--- src/sv/stw_pkg.sv ---
// ----------------------------------------------------------------------------
// stw_pkg: shared types and constants of the strided tensor address walker
// Widths, dimension count, register indexes and the pipeline side band.
// ----------------------------------------------------------------------------
package stw_pkg;

    // Dimension count; only the innermost MAX_DIMS dimensions are walked
    localparam int NUM_DIMS     = 4;
    localparam int MAX_DIMS     = 4;
    localparam int FIRST_ACTIVE = NUM_DIMS - MAX_DIMS;

    localparam int EXT_W    = 12;
    localparam int STRIDE_W = 24;
    localparam int PROD_W   = EXT_W + STRIDE_W;
    localparam int ADDR_W   = 38;
    localparam int COUNT_W  = 48;
    localparam int CFG_IDX_W = 3;

    typedef logic [EXT_W-1:0]    ext_t;
    typedef logic [STRIDE_W-1:0] stride_t;
    typedef logic [PROD_W-1:0]   prod_t;
    typedef logic [ADDR_W-1:0]   addr_t;
    typedef logic [COUNT_W-1:0]  count_t;

    typedef ext_t    [NUM_DIMS-1:0] ext_vec_t;
    typedef stride_t [NUM_DIMS-1:0] stride_vec_t;
    typedef prod_t   [NUM_DIMS-1:0] prod_vec_t;

    // Configuration register indexes
    typedef enum logic [CFG_IDX_W-1:0] {
        REG_EXTENT_0 = 3'd0,
        REG_EXTENT_1 = 3'd1,
        REG_EXTENT_2 = 3'd2,
        REG_EXTENT_3 = 3'd3,
        REG_STRIDE_0 = 3'd4,
        REG_STRIDE_1 = 3'd5,
        REG_STRIDE_2 = 3'd6,
        REG_STRIDE_3 = 3'd7
    } cfg_reg_idx_t;

    // Per-element side band that travels down the pipeline
    typedef struct packed {
        count_t number;
        logic   last;
        logic   empty;
    } elem_meta_t;

    // Walker stage output: positions to multiply plus side band
    typedef struct packed {
        logic       valid;
        ext_vec_t   pos;
        elem_meta_t meta;
    } walk_stage_t;

endpackage

--- src/sv/stw_walker.sv ---
// ----------------------------------------------------------------------------
// stw_walker: index counter of the strided walk
// Holds the per-dimension positions and the element counter, steps them once
// per accepted request and registers the positions of the emitted element.
// ----------------------------------------------------------------------------
module stw_walker
(
    input  logic                 clk,
    input  logic                 rst_n,
    input  logic                 in_valid,
    output logic                 in_stall,
    input  logic                 restart,
    input  stw_pkg::ext_vec_t    extent,
    output stw_pkg::walk_stage_t stage_out,
    input  logic                 stage_ready
);
    import stw_pkg::*;

    ext_vec_t    pos_reg;
    ext_vec_t    pos_next;
    count_t      cnt_reg;
    count_t      cnt_next;
    walk_stage_t stage_reg;
    walk_stage_t stage_next;

    ext_vec_t             pos_cur;
    ext_vec_t             pos_adv;
    count_t               cnt_cur;
    logic [NUM_DIMS-1:0]  at_end;
    logic                 empty;
    logic                 last;
    logic                 carry;
    logic                 accept;

    // Stage register takes a new request when empty or draining
    assign in_stall = stage_reg.valid && !stage_ready;
    assign accept   = in_valid && !in_stall;

    // Index step: end detection and innermost-first carry chain
    always_comb
    begin
        pos_cur = restart ? '0 : pos_reg;
        cnt_cur = restart ? '0 : cnt_reg;
        empty   = 1'b0;
        last    = 1'b1;
        at_end  = '1;
        for (int d = FIRST_ACTIVE; d < NUM_DIMS; d++)
        begin
            if (extent[d] == '0)
            begin
                empty = 1'b1;
            end
            at_end[d] = ({1'b0, pos_cur[d]} + (EXT_W+1)'(1)) >= {1'b0, extent[d]};
            if (!at_end[d])
            begin
                last = 1'b0;
            end
        end

        pos_adv = pos_cur;
        carry   = 1'b1;
        for (int d = NUM_DIMS - 1; d >= FIRST_ACTIVE; d--)
        begin
            if (carry)
            begin
                if (!at_end[d])
                begin
                    pos_adv[d] = pos_cur[d] + EXT_W'(1);
                    carry      = 1'b0;
                end
                else
                begin
                    pos_adv[d] = '0;
                end
            end
        end

        pos_next = empty ? '0 : pos_adv;
        cnt_next = (empty || last) ? '0 : cnt_cur + COUNT_W'(1);

        stage_next.valid       = 1'b1;
        stage_next.pos         = empty ? '0 : pos_cur;
        stage_next.meta.number = empty ? '0 : cnt_cur;
        stage_next.meta.last   = empty || last;
        stage_next.meta.empty  = empty;
    end

    // Walk state
    always_ff @(posedge clk or negedge rst_n)
    begin
        if (!rst_n)
        begin
            pos_reg <= '0;
            cnt_reg <= '0;
        end
        else if (accept)
        begin
            pos_reg <= pos_next;
            cnt_reg <= cnt_next;
        end
    end

    // Stage register
    always_ff @(posedge clk or negedge rst_n)
    begin
        if (!rst_n)
        begin
            stage_reg <= '0;
        end
        else if (accept)
        begin
            stage_reg <= stage_next;
        end
        else if (stage_ready)
        begin
            stage_reg.valid <= 1'b0;
        end
    end

    assign stage_out = stage_reg;

    // Empty view always reports element zero as the last one
    a_empty_is_last: assert property (@(posedge clk) disable iff (!rst_n)
        (stage_reg.valid && stage_reg.meta.empty)
            |-> (stage_reg.meta.last && stage_reg.meta.number == '0))
        else $error("empty view element not flagged last at number zero");

    // Counter restarts after the final element
    a_last_clears_count: assert property (@(posedge clk) disable iff (!rst_n)
        (accept && (empty || last)) |=> (cnt_reg == '0))
        else $error("element counter not cleared after last element");

    // Counter steps one past the emitted number it was taken from
    a_number_tracks: assert property (@(posedge clk) disable iff (!rst_n)
        (accept && !empty && !last) |=> (cnt_reg == stage_reg.meta.number + COUNT_W'(1)))
        else $error("element counter did not advance by one");

endmodule

--- src/sv/stw_addr_pipe.sv ---
// ----------------------------------------------------------------------------
// stw_addr_pipe: offset arithmetic of the strided walk
// Multiplies each position by its stride, adds the products in two levels and
// holds the finished result in the output register.
// ----------------------------------------------------------------------------
module stw_addr_pipe
(
    input  logic                 clk,
    input  logic                 rst_n,
    input  stw_pkg::walk_stage_t stage_in,
    output logic                 stage_ready,
    input  stw_pkg::stride_vec_t stride,
    output logic                 out_valid,
    input  logic                 out_stall,
    output stw_pkg::addr_t       element_address,
    output stw_pkg::count_t      element_number,
    output logic                 last_element,
    output logic                 empty_view
);
    import stw_pkg::*;

    localparam int PAIR_W = PROD_W + 1;

    // Product stage
    logic        prod_valid_reg;
    prod_vec_t   prod_reg;
    elem_meta_t  prod_meta_reg;
    prod_vec_t   prod_next;
    logic        prod_ready;

    // Pair sum stage
    logic              pair_valid_reg;
    logic [PAIR_W-1:0] sum_lo_reg;
    logic [PAIR_W-1:0] sum_hi_reg;
    elem_meta_t        pair_meta_reg;
    logic              pair_ready;

    // Output stage
    logic        out_valid_reg;
    addr_t       addr_reg;
    addr_t       addr_next;
    elem_meta_t  out_meta_reg;
    logic        out_ready;

    assign out_ready   = !out_valid_reg || !out_stall;
    assign pair_ready  = !pair_valid_reg || out_ready;
    assign prod_ready  = !prod_valid_reg || pair_ready;
    assign stage_ready = prod_ready;

    // One multiplier per active dimension
    always_comb
    begin
        prod_next = '0;
        for (int d = FIRST_ACTIVE; d < NUM_DIMS; d++)
        begin
            prod_next[d] = PROD_W'(stage_in.pos[d]) * PROD_W'(stride[d]);
        end
    end

    assign addr_next = ADDR_W'(({1'b0, sum_lo_reg}) + ({1'b0, sum_hi_reg}));

    // Valid bits
    always_ff @(posedge clk or negedge rst_n)
    begin
        if (!rst_n)
        begin
            prod_valid_reg <= 1'b0;
            pair_valid_reg <= 1'b0;
            out_valid_reg  <= 1'b0;
        end
        else
        begin
            if (prod_ready)
            begin
                prod_valid_reg <= stage_in.valid;
            end
            if (pair_ready)
            begin
                pair_valid_reg <= prod_valid_reg;
            end
            if (out_ready)
            begin
                out_valid_reg <= pair_valid_reg;
            end
        end
    end

    // Payload registers
    always_ff @(posedge clk)
    begin
        if (prod_ready && stage_in.valid)
        begin
            prod_reg      <= prod_next;
            prod_meta_reg <= stage_in.meta;
        end
        if (pair_ready && prod_valid_reg)
        begin
            sum_lo_reg    <= PAIR_W'(prod_reg[0]) + PAIR_W'(prod_reg[1]);
            sum_hi_reg    <= PAIR_W'(prod_reg[2]) + PAIR_W'(prod_reg[3]);
            pair_meta_reg <= prod_meta_reg;
        end
        if (out_ready && pair_valid_reg)
        begin
            addr_reg     <= addr_next;
            out_meta_reg <= pair_meta_reg;
        end
    end

    assign out_valid       = out_valid_reg;
    assign element_address = addr_reg;
    assign element_number  = out_meta_reg.number;
    assign last_element    = out_meta_reg.last;
    assign empty_view      = out_meta_reg.empty;

    // An empty view carries zero positions, so its offset is zero
    a_empty_addr_zero: assert property (@(posedge clk) disable iff (!rst_n)
        (out_valid_reg && out_meta_reg.empty) |-> (addr_reg == '0))
        else $error("empty view result with nonzero address");

    // A held result blocks the pair stage from losing its element
    a_no_overwrite: assert property (@(posedge clk) disable iff (!rst_n)
        (out_valid_reg && out_stall && pair_valid_reg) |=> pair_valid_reg)
        else $error("pair stage dropped an element under stall");

endmodule

--- src/sv/strided_tensor_address_walker.sv ---
// ----------------------------------------------------------------------------
// strided_tensor_address_walker: element offsets of a strided 4-D view
// Top level: configuration registers, index walker and offset pipeline.
// ----------------------------------------------------------------------------
// Usage:
//   Input channel (in_valid / in_stall / restart): each request yields the
//   offset of the next element in row-major order; restart=1 jumps back to
//   element zero first. Output channel (out_valid / out_stall) gives the
//   source offset, the element number, a last flag and an empty-view flag.
//   Registers extent_0..3 and stride_0..3 are written through cfg_we,
//   cfg_index and cfg_wdata while no request is in flight.
//   Pipeline: the walker stage loads when a request is accepted; the
//   multiply stage, the pair add stage and the final add to the output
//   register follow in that order, each registered.
//   Throughput: one request per cycle while in_stall is low; the walker
//   updates its positions once for each accepted request.
//   Reset: extents go to 1 and strides to 0 (one scalar element at offset
//   0); the walk starts at element zero and the pipeline is empty.
//   Stall: a stalled result holds; the stages behind it keep filling and
//   in_stall rises only when all four stages are occupied.
// ----------------------------------------------------------------------------
module strided_tensor_address_walker
(
    input  logic                                clk,
    input  logic                                rst_n,
    input  logic                                in_valid,
    output logic                                in_stall,
    input  logic                                restart,
    output logic                                out_valid,
    input  logic                                out_stall,
    output logic [stw_pkg::ADDR_W-1:0]          element_address,
    output logic [stw_pkg::COUNT_W-1:0]         element_number,
    output logic                                last_element,
    output logic                                empty_view,
    input  logic                                cfg_we,
    input  logic [stw_pkg::CFG_IDX_W-1:0]       cfg_index,
    input  logic [stw_pkg::STRIDE_W-1:0]        cfg_wdata
);
    import stw_pkg::*;

    ext_vec_t    extent_reg;
    stride_vec_t stride_reg;
    walk_stage_t walk_stage;
    logic        walk_ready;

    // Configuration register file
    always_ff @(posedge clk or negedge rst_n)
    begin
        if (!rst_n)
        begin
            for (int d = 0; d < NUM_DIMS; d++)
            begin
                extent_reg[d] <= EXT_W'(1);
            end
            stride_reg <= '0;
        end
        else if (cfg_we)
        begin
            unique case (cfg_reg_idx_t'(cfg_index))
                REG_EXTENT_0: extent_reg[0] <= cfg_wdata[EXT_W-1:0];
                REG_EXTENT_1: extent_reg[1] <= cfg_wdata[EXT_W-1:0];
                REG_EXTENT_2: extent_reg[2] <= cfg_wdata[EXT_W-1:0];
                REG_EXTENT_3: extent_reg[3] <= cfg_wdata[EXT_W-1:0];
                REG_STRIDE_0: stride_reg[0] <= cfg_wdata;
                REG_STRIDE_1: stride_reg[1] <= cfg_wdata;
                REG_STRIDE_2: stride_reg[2] <= cfg_wdata;
                REG_STRIDE_3: stride_reg[3] <= cfg_wdata;
                default:      stride_reg    <= stride_reg;
            endcase
        end
    end

    // Index walker
    stw_walker u_walker
    (
        .clk         (clk),
        .rst_n       (rst_n),
        .in_valid    (in_valid),
        .in_stall    (in_stall),
        .restart     (restart),
        .extent      (extent_reg),
        .stage_out   (walk_stage),
        .stage_ready (walk_ready)
    );

    // Offset arithmetic and output register
    stw_addr_pipe u_addr_pipe
    (
        .clk             (clk),
        .rst_n           (rst_n),
        .stage_in        (walk_stage),
        .stage_ready     (walk_ready),
        .stride          (stride_reg),
        .out_valid       (out_valid),
        .out_stall       (out_stall),
        .element_address (element_address),
        .element_number  (element_number),
        .last_element    (last_element),
        .empty_view      (empty_view)
    );

endmodule
--- config.mk ---
export PLATFORM = sky130hd
export DESIGN_NAME = strided_tensor_address_walker
export DESIGN_NICKNAME = d
export VERILOG_FILES = /design/src/sv/stw_pkg.sv /design/src/sv/stw_walker.sv /design/src/sv/stw_addr_pipe.sv /design/src/sv/strided_tensor_address_walker.sv
export SDC_FILE = /design/constraint.sdc
export NUM_CORES = 2
export LEC_CHECK = 0
export BUFFER_PORTS_ARGS = -buffer_cell sky130_fd_sc_hd__buf_2
export CAP_MARGIN = 20
export CORE_AREA = 3 3 442 444
export CTS_BUF_LIST = sky130_fd_sc_hd__clkbuf_4 sky130_fd_sc_hd__clkbuf_8
export DETAILED_ROUTE_END_ITERATION = 10
export DIE_AREA = 0 0 445 447
export HOLD_SLACK_MARGIN = 0.02
export PLACE_DENSITY = 0.55
export SLEW_MARGIN = 20
export SYNTH_ARGS = -nofsm -noshare
export SYNTH_HDL_FRONTEND = slang
export SYNTH_SLANG_ARGS = --single-unit
--- constraint.sdc ---
create_clock -name clk -period 9.7 [get_ports clk]
set_input_delay 0.97 -clock clk [delete_from_list [all_inputs] [get_ports clk]]
set_output_delay 0.97 -clock clk [all_outputs]
set_load 0.05 [all_outputs]
Word level (Yosys, flattened, before mapping)
Index checks and enable logic that the tools add are counted.

Register bits after elaboration: 748. Bits of input ports: 33. Logic and storage cells: 124.

Mux-type cells: 28. $lt $le $gt $ge: 4. Multipliers: 4. Reductions and logical operators: 29. Add/subtract/negate cells: 12. Equal/unequal tests: 7.

Operator list (number): 2-to-1 mux 48 bit (6); multiplier 12 x 24 -> 36 bit (4); 2-to-1 mux 12 bit (7); adder 36 x 36 -> 37 bit (2); adder 12 x 1 -> 13 bit, second input constant (4); greater-or-equal comparator 13 x 12 -> 1 bit (4); adder 12 x 1 -> 12 bit, second input constant (4); adder 48 x 1 -> 48 bit, second input constant (1); zero test 12 bit (4); adder 37 x 37 -> 38 bit (1); AND reduction 2 bit (8); 2-to-1 mux 1 bit (15); equality test 3 bit, second input constant (4); equality test 3 x 2 -> 1 bit, second input constant (2); zero test 1 bit (6); logical AND 1 bit (5); logical OR 1 bit (4); equality test 3 x 1 -> 1 bit, second input constant (1); zero test 3 bit (1); nonzero test 2 bit (1).

Longest topological paths before layout
Word-level depth: 9. Depth in mapped cells: 24. Mapped depth without buffers: 22.

Modules after synthesis
A second synthesis with hierarchy kept.

Cells, all modules: 6924. Area total of the unflattened synthesis: 70002.1 um2.

Modules (own cells, without submodules): stw_addr_pipe (instances 1, sequential area each 12266.8 um2, cells each 5463, area an instance 53266.1 um2); stw_walker (instances 1, sequential area each 4879.7 um2, cells each 1148, area an instance 11141.9 um2); strided_tensor_address_walker (instances 1, sequential area each 3608.5 um2, cells each 313, area an instance 5594.1 um2).

Least setup slack after synthesis
Ideal clock, no wire load.

Path type: input to register. Start point: input port out_stall. End point: register u_addr_pipe.addr_reg[0] (netlist: u_addr_pipe.element_address[0]) (enable). Arrival time: 7.326 ns. Setup time: 0.669 ns. Required time: 9.031 ns. Slack: 1.705 ns. Path buffers: 0. Stages: 1. Cells stage by stage: a21boi_0.

Word-level cells in the longest chain between the ends: 3.

RTL lines: start, declared (line strided_tensor_address_walker.sv:30) `input logic out_stall,`; zero test 1 bit (line stw_addr_pipe.sv:45) `assign out_ready = !out_valid_reg || !out_stall;`; logical OR 1 bit (line stw_addr_pipe.sv:45); logical AND 1 bit (line stw_addr_pipe.sv:102) `if (out_ready && pair_valid_reg)`; end signal, assigned (line stw_addr_pipe.sv:104) `addr_reg <= addr_next;`; end, declared (line stw_addr_pipe.sv:40) `addr_t addr_reg;`.

No other way between the ends. A chain may end at the register's enable or synchronous reset.

==> metrics.md <==
| Metric | Value |
|---|---|
| Outcome | `completed` |
| Clock sinks | `around 750` |
| Port bufs | `about 120` |
| Mapped Nets | `between 8000 and 9000` |
| Vias in the first global route | `49900` |
| Largest net degree at the start of global routing | `~150` |
| Worst path arrival time | `about 7.9 ns` |
| DIE AREA | `slightly below 200000 um^2` |
| Leading area contributor after synthesis | `fa_1` |
| Worst Skew | `around 0.050 ns` |
| Clock latency on the worst-skew pair | `0.89 ns` |
| CP startpoint kind | `register` |
| Endpoints failing setup | `0` |
| Slowest cell delay on critical path | `between 1 and 1.5 ns` |
| Pint | `6.41 mW` |
| H-tree levels | `4` |
| Grt total ovfl | `0` |
| Crit-path leading delay family | `adder cells` |
| Kind of end point of the critical path | `register` |
| Area Overhead vs Synth | `8.47%` |
| Share of cells above drive strength 1 | `between 8 and 9%` |
| Initial antenna violation count | `17` |
| Pwr per Cell Area | `135 nW/um^2` |
| Num rows | `roughly 160` |
| Min cycle time layout | `7.28 ns` |
| Most common cell on crit path | `fa_1` |
| First-pass GRT wire length | `298 mm` |
| Crit share post-route | `around 75%` |
| Die Y | `around 450 um` |
| Routed WL | `about 190 mm` |
| Comb pwr share | `23.5%` |
| Cells after Synth | `slightly below 7000` |
| Initial Util | `a little over a third` |
| Critical-path cell list | `nand2_1 -> fa_1 -> inv_1 -> fa_1 -> fa_1 -> fa_1 -> inv_1 -> fa_1 -> inv_1 -> ha_1 -> a21oi_1 -> o21ai_0 -> a2111oi_0 -> o32ai_1 -> o21bai_1 -> a31oi_2 -> a21oi_2 -> nor3b_2 -> and4_1 -> or4_1` |
| IO Pins | `around 120` |
| Chip Width | `approximately 450 um` |
| Final Non-Filler Cells | `9498` |
| Gr usage total | `between 10% and 20%` |
| Asr flop ratio synth | `a little under half` |
| # nets final | `~8200` |
| Commonest non-fill, non-tap cell in the layout | `inv_1` |
| Top cells by area, synth | `fa_1 (26%), edfxtp_1 (18%), dfrtp_1 (12%), ha_1 (8.3%), inv_1 (6.4%)` |
| Hold WC Path Type | `input pin to asynchronous set/reset pin` |
| Measured slew at the worst slew-check pin | `1.20 ns` |
| Fill cell count | `18900` |
| Reg2Reg Setup Slack | `2.42 ns` |
| Synth Flop Type | `edfxtp_1` |
| Worst VDD drop | `~0.13 mV` |
| Max FO, Critical Path | `25` |
| Worst R2R End | `u_addr_pipe.prod_reg[71]$_DFFE_PP_` |
| Worst EP required | `roughly 10 ns` |
| Max reg flops | `about 140` |
| Sw Share | `approximately 36%` |
| Post-synthesis sequential area ratio | `30.2%` |
| Clock Tree Root | `clkbuf_8` |
| Crit path buf inv count | `3` |
| Syn Area/Cell | `between 10 and 15 um^2` |
| P_sw | `~3.7 mW` |
| Flops & latches, synth | `748` |
| Num CTS Buffers | `~130` |
| Power Total | `between 10 and 15 mW` |
| Yosys cell types | `94` |
| Crit path launch | `u_walker.stage_out[68]$_DFFE_PN0P_` |
| Routed WL per cell | `19.9 um` |
| Mapped Area | `slightly below 70000 um^2` |
| # Max-Cap Violations | `0` |
| Antenna Violating Nets Remaining | `0` |
| Drt drc | `0` |
| Placed insts | `slightly above 9000` |
| Core area | `approximately 190000 um^2` |
| Via Count | `approximately 48000` |
| Post-synth EDFFs | `a little over 400` |
| Slowest CP cell | `dfrtp_1` |
| Post-Route Setup TNS | `0 ns` |
| RSZ-0062 raised after global routing | `no` |
| Worst reg-to-reg path cell count | `20` |
| Power share of the clock group | `30.6%` |
| Detail Placement HPWL | `roughly 140 mm` |
| Peak Freq | `around 0.14 GHz` |
| Clock transition at path regs | `~0.070 ns` |
| Vias/cell | `5.09` |
| Iteration count of the initial detailed-routing pass | `5` |
| Hold bufs inserted after CTS | `0` |
| Seq pwr share | `a little under half` |
| Top cell type's share of synthesized area | `about 26%` |
| Commonest non-fill, non-tap cells in the layout | `inv_1 (1165), nand2_1 (1046), fa_1 (883)` |
| Crit Reg-Reg Startpoint | `u_walker.stage_out[68]$_DFFE_PN0P_` |
| Gpl congestion | `0.884` |
| Number of setup buffers added after CTS | `0` |
| Final hold violation count | `0` |
| Resize count post-CTS | `0` |
| Clock Tree Buf Depth | `3` |
| Iteration-0 DRC Markers | `roughly 3400` |
| Max-Slew Margin vs Limit | `around 20%` |
| Lkg Pwr | `between 30 and 40 nW` |
| Worst slack at placement | `roughly 2.6 ns` |
| Fin worst setup slack | `between 2 and 2.5 ns` |
| Crit path kind | `register to register` |
| CTS tree | `done` |
| Final core utilization | `approximately two fifths` |
| Synth Warn # | `0` |
| Max-slew violation count | `0` |
## worst register-to-register path, delay by kind of cell, from the launching register on
kind | cells | cell delay [ns]
compound gates | 7 | 2.05
fa+ha+maj | 6 | 2.90
buf+inv | 3 | 0.14
flops | 1 | 1.03
simple gates | 4 | 0.86
## kinds of logic (layout without fill, tap and decap cells)
group	count (synthesis)	after routing	share of synthesized area, %
xor gates and xnor gates	237	237	3.02
muxes	115	115	1.88
DFF	748	748	30.2
other	0	18	0
buffers and inverters	1464	1563	8.03
and+or+nand+nor	1976	1976	13.6
AOI/OAI and AO/OA	974	974	9.32
adders and majority gates	1341	1341	34.0
## Yosys cell counts (5+ instances only)
cell type	n
and4_1	11
a22o_1	105
nand2b_1	34
nor3b_1	12
mux2_2	112
a2111oi_0	8
inv_1	1165
fa_1	883
xor2_1	74
a32oi_1	5
a21o_1	125
o31a_1	5
edfxtp_1	406
a31o_2	5
dfrtp_1	338
o31ai_1	17
a221oi_1	5
or2_2	11
a31oi_1	26
nor2_1	163
clkbuf_1	278
buf_2	11
o21a_1	43
a211oi_1	32
buf_1	6
ha_1	458
o211ai_1	13
nor3_1	38
o21ai_1	10
nand2_1	1047
xnor2_1	163
and2_1	349
o21bai_1	31
nand4_1	33
nor4_1	27
or3_1	32
and3_1	37
a21oi_1	226
a21boi_0	15
o21ai_0	242
nand3_1	93
nor2b_1	64
## area by class of cell
cell class	count	area, um^2	area share (%)
tap	2526	3160	4.24
clock buffer	174	2200	2.95
clock inverter	63	564	0.756
sequential	748	20800	27.8
timing repair buffer	161	937	1.26
inverter	1165	4370	5.86
antenna	18	45.0	0.0604
multi-input combinational	4643	42600	57.1
## per-stage QoR
| stage | hold slack, ns | area, um^2 |
|---|---|---|
| 6_report | 0.0855 | 74600 |
| 3_3_place_gp | 0.402 | 71800 |
| 3_5_place_dp | 0.405 | 71800 |
| 5_1_grt | 0.121 | 74600 |
| 2_1_floorplan | 0.400 | 68800 |
| 4_1_cts | 0.0602 | 74500 |
## worst max path at each step
stage                                                          end  slack [ns]  depth (start not counted)
after floorplan           u_addr_pipe.element_address[0]$_DFFE_PP_        1.71                          1
final                           u_addr_pipe.prod_reg[71]$_DFFE_PP_        2.42                         20
after global routing            u_addr_pipe.prod_reg[71]$_DFFE_PP_        2.18                         20
after CTS                       u_addr_pipe.prod_reg[71]$_DFFE_PP_        2.54                         20
after detailed placement        u_addr_pipe.prod_reg[71]$_DFFE_PP_        2.57                         20
after global placement          u_addr_pipe.prod_reg[71]$_DFFE_PP_        2.61                         20
## power by group through the flow
stage	clock network, mW	registers, mW	logic (mW)
floorplan	0	4.55	1.55
global placement	0	4.67	2.35
detailed placement	0	4.68	2.38
CTS	3.20	4.62	2.39
global route	3.35	4.67	2.61
finish	3.09	4.62	2.37
## routing by layer
| layer | GRT usage (%) | vias up | wire, um |
|---|---|---|---|
| li1 | - | 22100 | - |
| met1 | 27.6 | 24500 | 88100 |
| met2 | 29.6 | 1470 | 84100 |
| met3 | 3.71 | 248 | 12200 |
| met4 | 5.35 | 2 | 4930 |
| met5 | 0 | - | 13 |
Power figures use the tool's default switching activity.
